<file path="config.mk">
export PLATFORM = sky130hd
export DESIGN_NAME = rc_serial_frame_decoder_top
export DESIGN_NICKNAME = d
export VERILOG_FILES = /design/src/rtl/core/rcsfd_pkg.sv /design/src/rtl/core/rcsfd_parser.sv /design/src/rtl/core/rc_serial_frame_decoder_top.sv
export SDC_FILE = /design/constraint.sdc
export NUM_CORES = 1
export LEC_CHECK = 0
export BUFFER_PORTS_ARGS = -buffer_cell sky130_fd_sc_hd__buf_2
export CORE_MARGIN = 2
export CORE_UTILIZATION = 62
export DETAILED_ROUTE_END_ITERATION = 16
export PLACE_DENSITY = 0.79
export SLEW_MARGIN = 15
export SYNTH_ARGS = -nofsm -noshare
export SYNTH_HDL_FRONTEND = slang
export SYNTH_SLANG_ARGS = --single-unit
export TNS_END_PERCENT = 1
</file>
<file path="constraint.sdc">
create_clock -name clk_i -period 12.4 [get_ports clk_i]
set_input_delay 0.62 -clock clk_i [delete_from_list [all_inputs] [get_ports clk_i]]
set_output_delay 0.62 -clock clk_i [all_outputs]
set_load 0.005 [all_outputs]
</file>
<file path="src/rtl/core/rcsfd_pkg.sv">
// Shared types, constants and axis conversion for the serial frame decoder.
// No dependencies; imported by every file of the decoder.

package rcsfd_pkg;

  localparam int unsigned IBUS_CHANNEL_COUNT = 14;
  localparam int unsigned SUM_MODE_WORDS     = 7;
  localparam int unsigned NUM_WORDS_KEPT     = 7;
  localparam int unsigned POS_W              = 5;
  localparam int unsigned IDX_W              = $clog2(NUM_WORDS_KEPT);

  localparam logic [7:0] IBUS_HDR_A = 8'h20;
  localparam logic [7:0] IBUS_HDR_B = 8'h40;
  localparam logic [7:0] SUM_HDR_A  = 8'd85;
  localparam logic [7:0] SUM_HDR_B  = 8'd252;

  localparam logic [15:0] CSUM_INIT   = 16'hFFFF;
  localparam logic [15:0] IBUS_CENTRE = 16'd1500;
  localparam logic [15:0] SUM_OFFSET  = 16'd1000;
  localparam logic [15:0] SUM_CLAMP   = 16'd1022;
  localparam logic [15:0] SUM_MID     = 16'd511;

  localparam logic [1:0] STAT_GOOD     = 2'd0;
  localparam logic [1:0] STAT_TEST_BAD = 2'd1;
  localparam logic [1:0] STAT_CSUM_BAD = 2'd2;

  typedef logic [15:0] word_t;
  typedef word_t [NUM_WORDS_KEPT-1:0] chan_words_t;

  typedef struct packed {
    logic        ibus;
    logic        frame_end;
    logic        csum_ok;
    chan_words_t words;
  } parse_info_t;

  function automatic word_t sum_offset(input word_t w);
    return w - SUM_OFFSET;
  endfunction

  function automatic word_t axis_convert(input word_t w, input logic ibus);
    word_t a;
    a = sum_offset(w);
    if (ibus) begin
      a = w - IBUS_CENTRE;
    end else begin
      if (a > SUM_CLAMP) begin
        a = SUM_CLAMP;
      end
      a = a - SUM_MID;
    end
    return a;
  endfunction

endpackage

</file>
<file path="src/rtl/core/rcsfd_parser.sv">
// Header hunt, channel word gathering and running checksum, one byte a cycle.
// Depends on rcsfd_pkg.

module rcsfd_parser
  import rcsfd_pkg::*;
(
  input  logic        clk_i,
  input  logic        rst_ni,
  input  logic        cfg_we_i,
  input  logic        cfg_mode_i,
  input  logic        byte_we_i,
  input  logic [7:0]  byte_i,
  output parse_info_t info_o
);

  localparam logic [2:0] PH_HUNT_A      = 3'd0;
  localparam logic [2:0] PH_HUNT_B      = 3'd1;
  localparam logic [2:0] PH_WORD_FIRST  = 3'd2;
  localparam logic [2:0] PH_WORD_SECOND = 3'd3;
  localparam logic [2:0] PH_CHECK_FIRST = 3'd4;
  localparam logic [2:0] PH_CHECK_SECOND = 3'd5;

  localparam logic [POS_W-1:0] NWORDS_IBUS = POS_W'(IBUS_CHANNEL_COUNT);
  localparam logic [POS_W-1:0] NWORDS_SUM  = POS_W'(SUM_MODE_WORDS);
  localparam logic [POS_W-1:0] NWORDS_KEPT = POS_W'(NUM_WORDS_KEPT);

  logic             mode_q, mode_d;
  logic [2:0]       phase_q, phase_d;
  logic [POS_W-1:0] pos_q, pos_d;
  word_t            csum_q, csum_d;
  logic [7:0]       pend_q, pend_d;
  chan_words_t      words_q;

  logic             ibus;
  logic [POS_W-1:0] nwords;
  word_t            joined;
  word_t            csum_in;
  logic             word_we;

  assign ibus    = mode_q;
  assign nwords  = ibus ? NWORDS_IBUS : NWORDS_SUM;
  assign joined  = ibus ? {byte_i, pend_q} : {pend_q, byte_i};
  assign csum_in = ibus ? (csum_q - {8'd0, byte_i}) : (csum_q + {8'd0, byte_i});

  always_comb begin
    mode_d  = mode_q;
    phase_d = phase_q;
    pos_d   = pos_q;
    csum_d  = csum_q;
    pend_d  = pend_q;
    word_we = 1'b0;
    if (cfg_we_i) begin
      mode_d  = cfg_mode_i;
      phase_d = PH_HUNT_A;
      pos_d   = '0;
      csum_d  = CSUM_INIT;
    end else if (byte_we_i) begin
      unique case (phase_q)
        PH_HUNT_B: begin
          if (byte_i == (ibus ? IBUS_HDR_B : SUM_HDR_B)) begin
            phase_d = PH_WORD_FIRST;
            csum_d  = ibus ? csum_in : '0;
          end else begin
            phase_d = PH_HUNT_A;
          end
          pos_d = '0;
        end
        PH_WORD_FIRST: begin
          pend_d  = byte_i;
          csum_d  = csum_in;
          phase_d = PH_WORD_SECOND;
        end
        PH_WORD_SECOND: begin
          word_we = (pos_q < NWORDS_KEPT);
          csum_d  = csum_in;
          pos_d   = pos_q + 1'b1;
          phase_d = (pos_d >= nwords) ? PH_CHECK_FIRST : PH_WORD_FIRST;
        end
        PH_CHECK_FIRST: begin
          pend_d  = byte_i;
          phase_d = PH_CHECK_SECOND;
        end
        PH_CHECK_SECOND: begin
          phase_d = PH_HUNT_A;
          pos_d   = '0;
          csum_d  = CSUM_INIT;
        end
        default: begin
          phase_d = PH_HUNT_A;
          if (byte_i == (ibus ? IBUS_HDR_A : SUM_HDR_A)) begin
            phase_d = PH_HUNT_B;
            if (ibus) begin
              csum_d = CSUM_INIT - {8'd0, byte_i};
            end
          end
        end
      endcase
    end
  end

  always_ff @(posedge clk_i or negedge rst_ni) begin
    if (!rst_ni) begin
      mode_q  <= 1'b0;
      phase_q <= PH_HUNT_A;
      pos_q   <= '0;
      csum_q  <= CSUM_INIT;
      pend_q  <= '0;
    end else begin
      mode_q  <= mode_d;
      phase_q <= phase_d;
      pos_q   <= pos_d;
      csum_q  <= csum_d;
      pend_q  <= pend_d;
    end
  end

  always_ff @(posedge clk_i) begin
    if (word_we) begin
      words_q[pos_q[IDX_W-1:0]] <= joined;
    end
  end

  assign info_o.ibus      = ibus;
  assign info_o.frame_end = (phase_q == PH_CHECK_SECOND);
  assign info_o.csum_ok   = (joined == csum_q);
  assign info_o.words     = words_q;

endmodule

</file>
<file path="src/rtl/core/rc_serial_frame_decoder_top.sv">
// Top level of the serial frame decoder: handshakes, axis conversion, result register.
// Depends on rcsfd_pkg and rcsfd_parser.
//
//  channel | valid / ready            | payload
//  rx      | rx_valid_i / rx_ready_o  | rx_byte_i
//  cfg     | cfg_valid_i / cfg_ready_o| frame_mode_i
//  out     | out_valid_o / out_ready_i| six axes, frame_status_o
//
// One byte a cycle, save for the hold-off below; a frame's result appears the cycle after its last byte.
// Bytes that close no frame are taken even while a result waits; only the
// last checksum byte holds off behind an untaken result register.
// Reset clears the hunt state and selects the sum-checked frame format.

module rc_serial_frame_decoder_top
  import rcsfd_pkg::*;
(
  input  logic               clk_i,
  input  logic               rst_ni,
  input  logic               rx_valid_i,
  output logic               rx_ready_o,
  input  logic [7:0]         rx_byte_i,
  input  logic               cfg_valid_i,
  output logic               cfg_ready_o,
  input  logic               frame_mode_i,
  output logic               out_valid_o,
  input  logic               out_ready_i,
  output logic signed [15:0] left_x_o,
  output logic signed [15:0] left_y_o,
  output logic signed [15:0] right_x_o,
  output logic signed [15:0] right_y_o,
  output logic signed [15:0] aux_one_o,
  output logic signed [15:0] aux_two_o,
  output logic [1:0]         frame_status_o
);

  parse_info_t info;
  logic        rx_acc;
  logic        cfg_acc;
  logic        load;
  logic        out_valid_q, out_valid_d;
  word_t       ax [6];
  word_t       axes_d [6];
  word_t       axes_q [6];
  logic [1:0]  stat_d, stat_q;

  assign cfg_ready_o = 1'b1;
  assign cfg_acc     = cfg_valid_i;
  assign rx_ready_o  = !out_valid_q || out_ready_i || !info.frame_end;
  assign rx_acc      = rx_valid_i && rx_ready_o;
  assign load        = rx_acc && !cfg_acc && info.frame_end;

  rcsfd_parser u_parser (
    .clk_i      (clk_i),
    .rst_ni     (rst_ni),
    .cfg_we_i   (cfg_acc),
    .cfg_mode_i (frame_mode_i),
    .byte_we_i  (rx_acc),
    .byte_i     (rx_byte_i),
    .info_o     (info)
  );

  always_comb begin
    for (int i = 0; i < 6; i++) begin
      ax[i] = axis_convert(info.words[i], info.ibus);
    end
    stat_d = STAT_GOOD;
    if (!info.csum_ok) begin
      stat_d = STAT_CSUM_BAD;
    end else if (!info.ibus && (info.words[6] != sum_offset(info.words[2]))) begin
      stat_d = STAT_TEST_BAD;
    end
    axes_d[0] = ax[3];
    axes_d[1] = ax[2];
    axes_d[2] = ax[0];
    axes_d[3] = ax[1];
    axes_d[4] = ax[4];
    axes_d[5] = ax[5];
    if (!info.csum_ok) begin
      for (int i = 0; i < 6; i++) begin
        axes_d[i] = '0;
      end
    end
  end

  always_comb begin
    out_valid_d = out_valid_q;
    if (load) begin
      out_valid_d = 1'b1;
    end else if (out_ready_i) begin
      out_valid_d = 1'b0;
    end
  end

  always_ff @(posedge clk_i or negedge rst_ni) begin
    if (!rst_ni) begin
      out_valid_q <= 1'b0;
    end else begin
      out_valid_q <= out_valid_d;
    end
  end

  always_ff @(posedge clk_i) begin
    if (load) begin
      axes_q <= axes_d;
      stat_q <= stat_d;
    end
  end

  assign out_valid_o    = out_valid_q;
  assign left_x_o       = axes_q[0];
  assign left_y_o       = axes_q[1];
  assign right_x_o      = axes_q[2];
  assign right_y_o      = axes_q[3];
  assign aux_one_o      = axes_q[4];
  assign aux_two_o      = axes_q[5];
  assign frame_status_o = stat_q;

endmodule

</file>
### After elaboration in Yosys (flattened, before gate mapping)

Cells that the tools add are included.

| storage, ports and cells | value |
|---|---|
| register bits | 244 |
| input port bits | 14 |
| output and inout bits | 101 |
| word-level logic and storage cells | 134 |

| operators by class | value |
|---|---|
| $add $sub $neg | 22 |
| $lt $le $gt $ge | 10 |
| eq/ne operators | 11 |
| muxes and demuxes | 48 |
| bitwise operators | 1 |
| reductions and logical operators | 22 |

Operator list:

| cell | number |
|---|---|
| 2-to-1 mux 16 bit | 27 |
| bitwise mux 112 bit | 1 |
| > comparator 16 x 10 -> 1 bit, second input constant | 6 |
| subtractor 16 x 10 -> 16 bit, second input constant | 6 |
| subtractor 16 x 11 -> 16 bit, second input constant | 6 |
| subtractor 16 x 9 -> 16 bit, second input constant | 6 |
| one-hot mux 16 bit (4 select lines) | 1 |
| demux 16 bit (select 3 bit) | 1 |
| adder 16 x 8 -> 16 bit | 1 |
| == test 16 bit | 1 |
| == test 8 bit | 2 |
| != test 16 bit | 1 |
| subtractor 16 x 8 -> 16 bit | 1 |
| one-hot mux 3 bit (5 select lines) | 1 |
| 2-to-1 mux 5 bit | 2 |
| one-hot mux 5 bit (2 select lines) | 1 |
| nonzero test 5 bit | 2 |
| subtractor 1 x 9 -> 10 bit, first input constant | 1 |
| 2-to-1 mux 3 bit | 3 |
| 2-to-1 mux 8 bit | 1 |
| 2-to-1 mux 1 bit | 7 |
| 2-to-1 mux 7 bit | 1 |
| == test 3 x 2 -> 1 bit, second input constant | 2 |
| == test 3 bit, second input constant | 2 |
| 20 further kinds | 31 |

### Longest topological paths before layout

| logic depth | value |
|---|---|
| depth after elaboration | 7 |
| mapped depth | 17 |
| mapped depth without buffers | 15 |

### Modules after synthesis

From an unflattened synthesis, not the netlist that was laid out.

| second synthesis, totals | value |
|---|---|
| cells, all modules | 1589 |
| area total of the unflattened synthesis | 15817.7 um^2 |

By module, submodules not included:

| module | instances | cells each | area each (um^2) | seq. area each (um^2) |
|---|---|---|---|---|
| rc_serial_frame_decoder_top | 1 | 1057 | 9107.5 | 2967.8 |
| rcsfd_parser | 1 | 532 | 6710.2 | 4209.0 |

### Least setup slack after synthesis

OpenSTA, ideal clock, no wires.

| path | value |
|---|---|
| path kind | input -> register |
| start point | input out_ready_i |
| end point | register axes_q (netlist bit aux_one_o[0]) (enable) |
| library setup time | 0.698 ns |
| arrival time | 8.166 ns |
| required time | 11.702 ns |
| path slack | 3.536 ns |
| stages on the path | 4 |
| path buffers | 0 |
| cells stage by stage | inv_1 nand4_1 nand3_1 nor3b_1 |

| on the way | value |
|---|---|
| cells in the longest elaborated chain, start to end | 5 |

RTL lines:

| element | line | source |
|---|---|---|
| start, declared | rc_serial_frame_decoder_top.sv:26 | `input logic out_ready_i,` |
| logical OR 1 bit (2 in series) | rc_serial_frame_decoder_top.sv:48 | `assign rx_ready_o = !out_valid_q \|\| out_ready_i \|\| !info.frame_end;` |
| named net rx_ready_o | rc_serial_frame_decoder_top.sv:20 | `output logic rx_ready_o,` |
| logical AND 1 bit | rc_serial_frame_decoder_top.sv:49 | `assign rx_acc = rx_valid_i && rx_ready_o;` |
| logical AND 1 bit (2 in series) | rc_serial_frame_decoder_top.sv:50 | `assign load = rx_acc && !cfg_acc && info.frame_end;` |
| named net load | rc_serial_frame_decoder_top.sv:39 | `logic load;` |
| end signal, assigned | rc_serial_frame_decoder_top.sv:104 | `axes_q <= axes_d;` |
| end, declared | rc_serial_frame_decoder_top.sv:43 | `word_t axes_q [6];` |

The timed path passes the listed nets, and every way through them passes these cells.
A chain may end at the register's enable or synchronous reset.

### Worst setup path in the final report

| path | value |
|---|---|
| start point | register u_parser.mode_q, in the netlist u_parser.ibus |
| end point | register u_parser.csum_q[14] |

| on the way | value |
|---|---|
| cells in the longest elaborated chain, start to end | 6 |
| elaborated cells on any way between the ends | 14 |
| classes of those cells | eq/ne: 3; mux: 8; reduce/logical: 3 |

RTL lines:

| element | line | source |
|---|---|---|
| start, declared | rcsfd_parser.sv:27 | `logic mode_q, mode_d;` |
| start signal, assigned | rcsfd_parser.sv:109 | `mode_q <= mode_d;` |
| 2-to-1 mux 16 bit | rcsfd_parser.sv:43 | `assign csum_in = ibus ? (csum_q - {8'd0, byte_i}) : (csum_q + {8'd0, byte_i});` |
| 2-to-1 mux 16 bit | rcsfd_parser.sv:62 | `csum_d = ibus ? csum_in : '0;` |
| 2-to-1 mux 16 bit | rcsfd_parser.sv:60 | `if (byte_i == (ibus ? IBUS_HDR_B : SUM_HDR_B)) begin` |
| one-hot mux 16 bit (4 select lines) | rcsfd_parser.sv:58 | `unique case (phase_q)` |
| 2-to-1 mux 16 bit | rcsfd_parser.sv:57 | `end else if (byte_we_i) begin` |
| 2-to-1 mux 16 bit | rcsfd_parser.sv:52 | `if (cfg_we_i) begin` |
| end signal, assigned | rcsfd_parser.sv:112 | `csum_q <= csum_d;` |
| end, declared | rcsfd_parser.sv:30 | `word_t csum_q, csum_d;` |

Several ways; a longest one is shown, not always the timed one. The select of a mux whose other input is x is not followed.

==> metrics.txt <==
synthesized flop and latch total 244; MaxCap Viol Count 0; worst path buffer plus inverter count 1; CP Class reg2reg; post-route cell area 17100 sq um; Final Hold Fails 0; CP Cell Sequence buf_4, nor2_1, xnor2_1, ha_1, nor2b_1, o21a_1, o211a_1, a2111o_1, a21oi_1, mux2i_1, a22oi_1; Power Density 104 nW/um^2; clock sink count 244; Slowest-stage cell, CP dfrtp_4; final net count approximately 1700; synthesized area between 15000 and 20000 sq um; WP data arrival 4690 ps; initial core utilization a little over three fifths; Power Total 1.78 mW; worst-path fanout max 94; final setup fails 0; Yosys top cell area share 40.2%; Post-CTS Setup Inserts 0; CTS tree built; grt total ovfl 0; Die Height around 160 um; CTS Root Cell clkbuf_16; vias per inst 6.25; DP HPWL about 25000 um; Routability Congestion 0.920; Global Route Usage Sum between 20% and 30%; CP Launch Type register; sw frac between 20% and 30%; VDD IR-drop max 0.0964 mV; htree depth 1; Cells after Synth 1571; CTS Buf Count 27; 1st-pass router iterations 6; syn_nets 1636; CP endpoint kind register; yosys warns 0; Top FF cell, synth edfxtp_1; antenna violations before repair 1; first-pass GRT wire length between 50000 and 60000 um; dpl ws 8240 ps; Placed Area 16300 sq um; NetSw 0.412 mW; Core ar. about 25000 sq um; Hold Path Class in2async; fmax between 0.2 and 0.25 GHz; final WL 36600 um; cts hold-fix bufs 0; cell with the most instances after synthesis edfxtp_1; Port Buf Inserts 113; Post-synth EDFFs between 200 and 250; status finished clean; final worst-path cycle share 34.2%; WL/cell roughly 19 um; die area about 27000 sq um; chip width 163 um; CP top delay family compound AO/OA/AOI/OAI gates; clock latency on the worst-skew pair between 500 and 600 ps; DRT iter0 DRCs 1191; vias in the first global route 11400; Comb pwr share 7.1%; CP required 12840 ps; Final ANT Viol Nets 0; Area Growth Syn to Fin 9.23%; Seq pwr share approximately half; largest net degree at the start of global routing 95; Mapped Avg Cell Area approximately 10 sq um; Max Root-Sink Buffers 3; Seq/Total Area, Yosys 45.8%; Worst-Margin Slew 1140 ps; relative slew slack between 20% and 30%; cts repair resizes 0; Slew Viols, Final 0; Netlist cell types 90; Setup TNS 0 ps; post-route setup slack between 8000 and 9000 ps; Clock Power Share 42.2%; proportion of layout cells with a drive suffix above 1 between 10% and 20%; Pint 1.37 mW; worst setup path start u_parser.ibus; Rows between 50 and 60; clock-pin transition on the worst setup and hold timing paths 60 ps; Synth area leader edfxtp_1; RSZ-0062 raised after global routing false; Fin Clk Skew 19.2 ps; final core occ 68.4%; largest cells by area after synthesis edfxtp_1, xnor2_1, ha_1; worst r2r src u_parser.ibus; vias after detailed routing roughly 12000; IO Pins 115; DRC violations left 0; FFs w/ async S/R, synth 13.9%; min cycle time layout 4240 ps; Post-synth top cells edfxtp_1, nand2_1, nor2_1, a21oi_1, xnor2_1; Slowest Stage Delay on Critical Path between 1000 and 1500 ps; leakage power 6.45 nW
## path summary, 6_finish.rpt
| check | cells after the start | to | slack, ps |
|---|---|---|---|
| worst max-delay path | 11 | u_parser.csum_q[14] | 8160 |
| worst min-delay path | 1 | u_parser.phase_q[0] | 170 |
| worst max register to register | 11 | u_parser.csum_q[14] | 8160 |
| worst min register to register | 1 | out_valid_o | 500 |
| max in group asynchronous | 1 | u_parser.ibus | 11650 |
| min in group clk_i | 3 | u_parser.ibus | 340 |
## stage by stage
step / cells / hold slack [ps]
2_1_floorplan: 1571 / 324
3_5_place_dp: 1920 / 491
5_1_grt: 1969 / 228
4_1_cts: 1969 / 181
3_3_place_gp: 1920 / 482
6_report: 1970 / 168
## placed cells by master (no fill, tap or decap), types with 24 or more instances in the layout
cell type  Yosys  final
o21ai_0       72     70
clkbuf_16      0     27
nand2_1      124    124
nor2_1       124    124
inv_1         45     45
nor2b_1       24     24
a21oi_1      107    107
xor2_1        63     63
nor3_1        46     45
a211oi_1      31     31
xnor2_1      104    104
edfxtp_1     210    210
nand4_1       24     24
ha_1          50     50
nand3_1       41     41
buf_2         29    113
## sequential cells by signal, indices dropped and copies added (netlist names)
signal / flops
u_parser.pos_q: 5
u_parser.info_o: 112
u_parser.csum_q: 16
right_x_o: 16
left_x_o: 16
left_y_o: 16
aux_two_o: 16
aux_one_o: 16
frame_status_o: 2
out_valid_o: 1
right_y_o: 16
u_parser.phase_q: 3
u_parser.ibus: 1
u_parser.pend_q: 8
## power groups by stage
stage / clock [mW] / sequential, mW / combinational [mW]
final: 0.753 / 0.903 / 0.127
after global placement: 0 / 0.919 / 0.123
after CTS: 0.765 / 0.902 / 0.125
after detailed placement: 0 / 0.919 / 0.124
after global routing: 0.796 / 0.903 / 0.138
after floorplan: 0 / 0.910 / 0.0938
## metal layers
metal / global-route usage [%] / share of wire (%)
met1: 37.3 / 42
met2: 45.3 / 47
met3: 3.22 / 7.4
met4: 9.86 / 3.0
met5: 0 / 0
## kinds of logic (layout without fill, tap and decap cells)
| family | count (synthesis) | count (layout) | synth area share [%] |
|---|---|---|---|
| buffers and inverters | 152 | 220 | 4.32 |
| AND/OR/NAND/NOR | 540 | 540 | 17.9 |
| multiplexers | 26 | 26 | 1.81 |
| XOR/XNOR | 167 | 167 | 9.32 |
| AO/OA/AOI/OAI | 389 | 389 | 16.7 |
| flip-flops | 244 | 244 | 45.8 |
| other | 1 | 2 | 0.0239 |
| adder cells (fa/ha/maj) | 52 | 52 | 4.18 |
## layout make-up
type | instances | area, sq um
clock inverter | 15 | 121
fill | 1924 | 7900
inverter | 46 | 173
timing repair buffer | 125 | 656
multi-input combinational | 1175 | 7870
sequential | 244 | 7180
clock buffer | 34 | 722
tap | 330 | 413
antenna | 1 | 2.50
No activity file was read; power rests on OpenSTA's default activity.
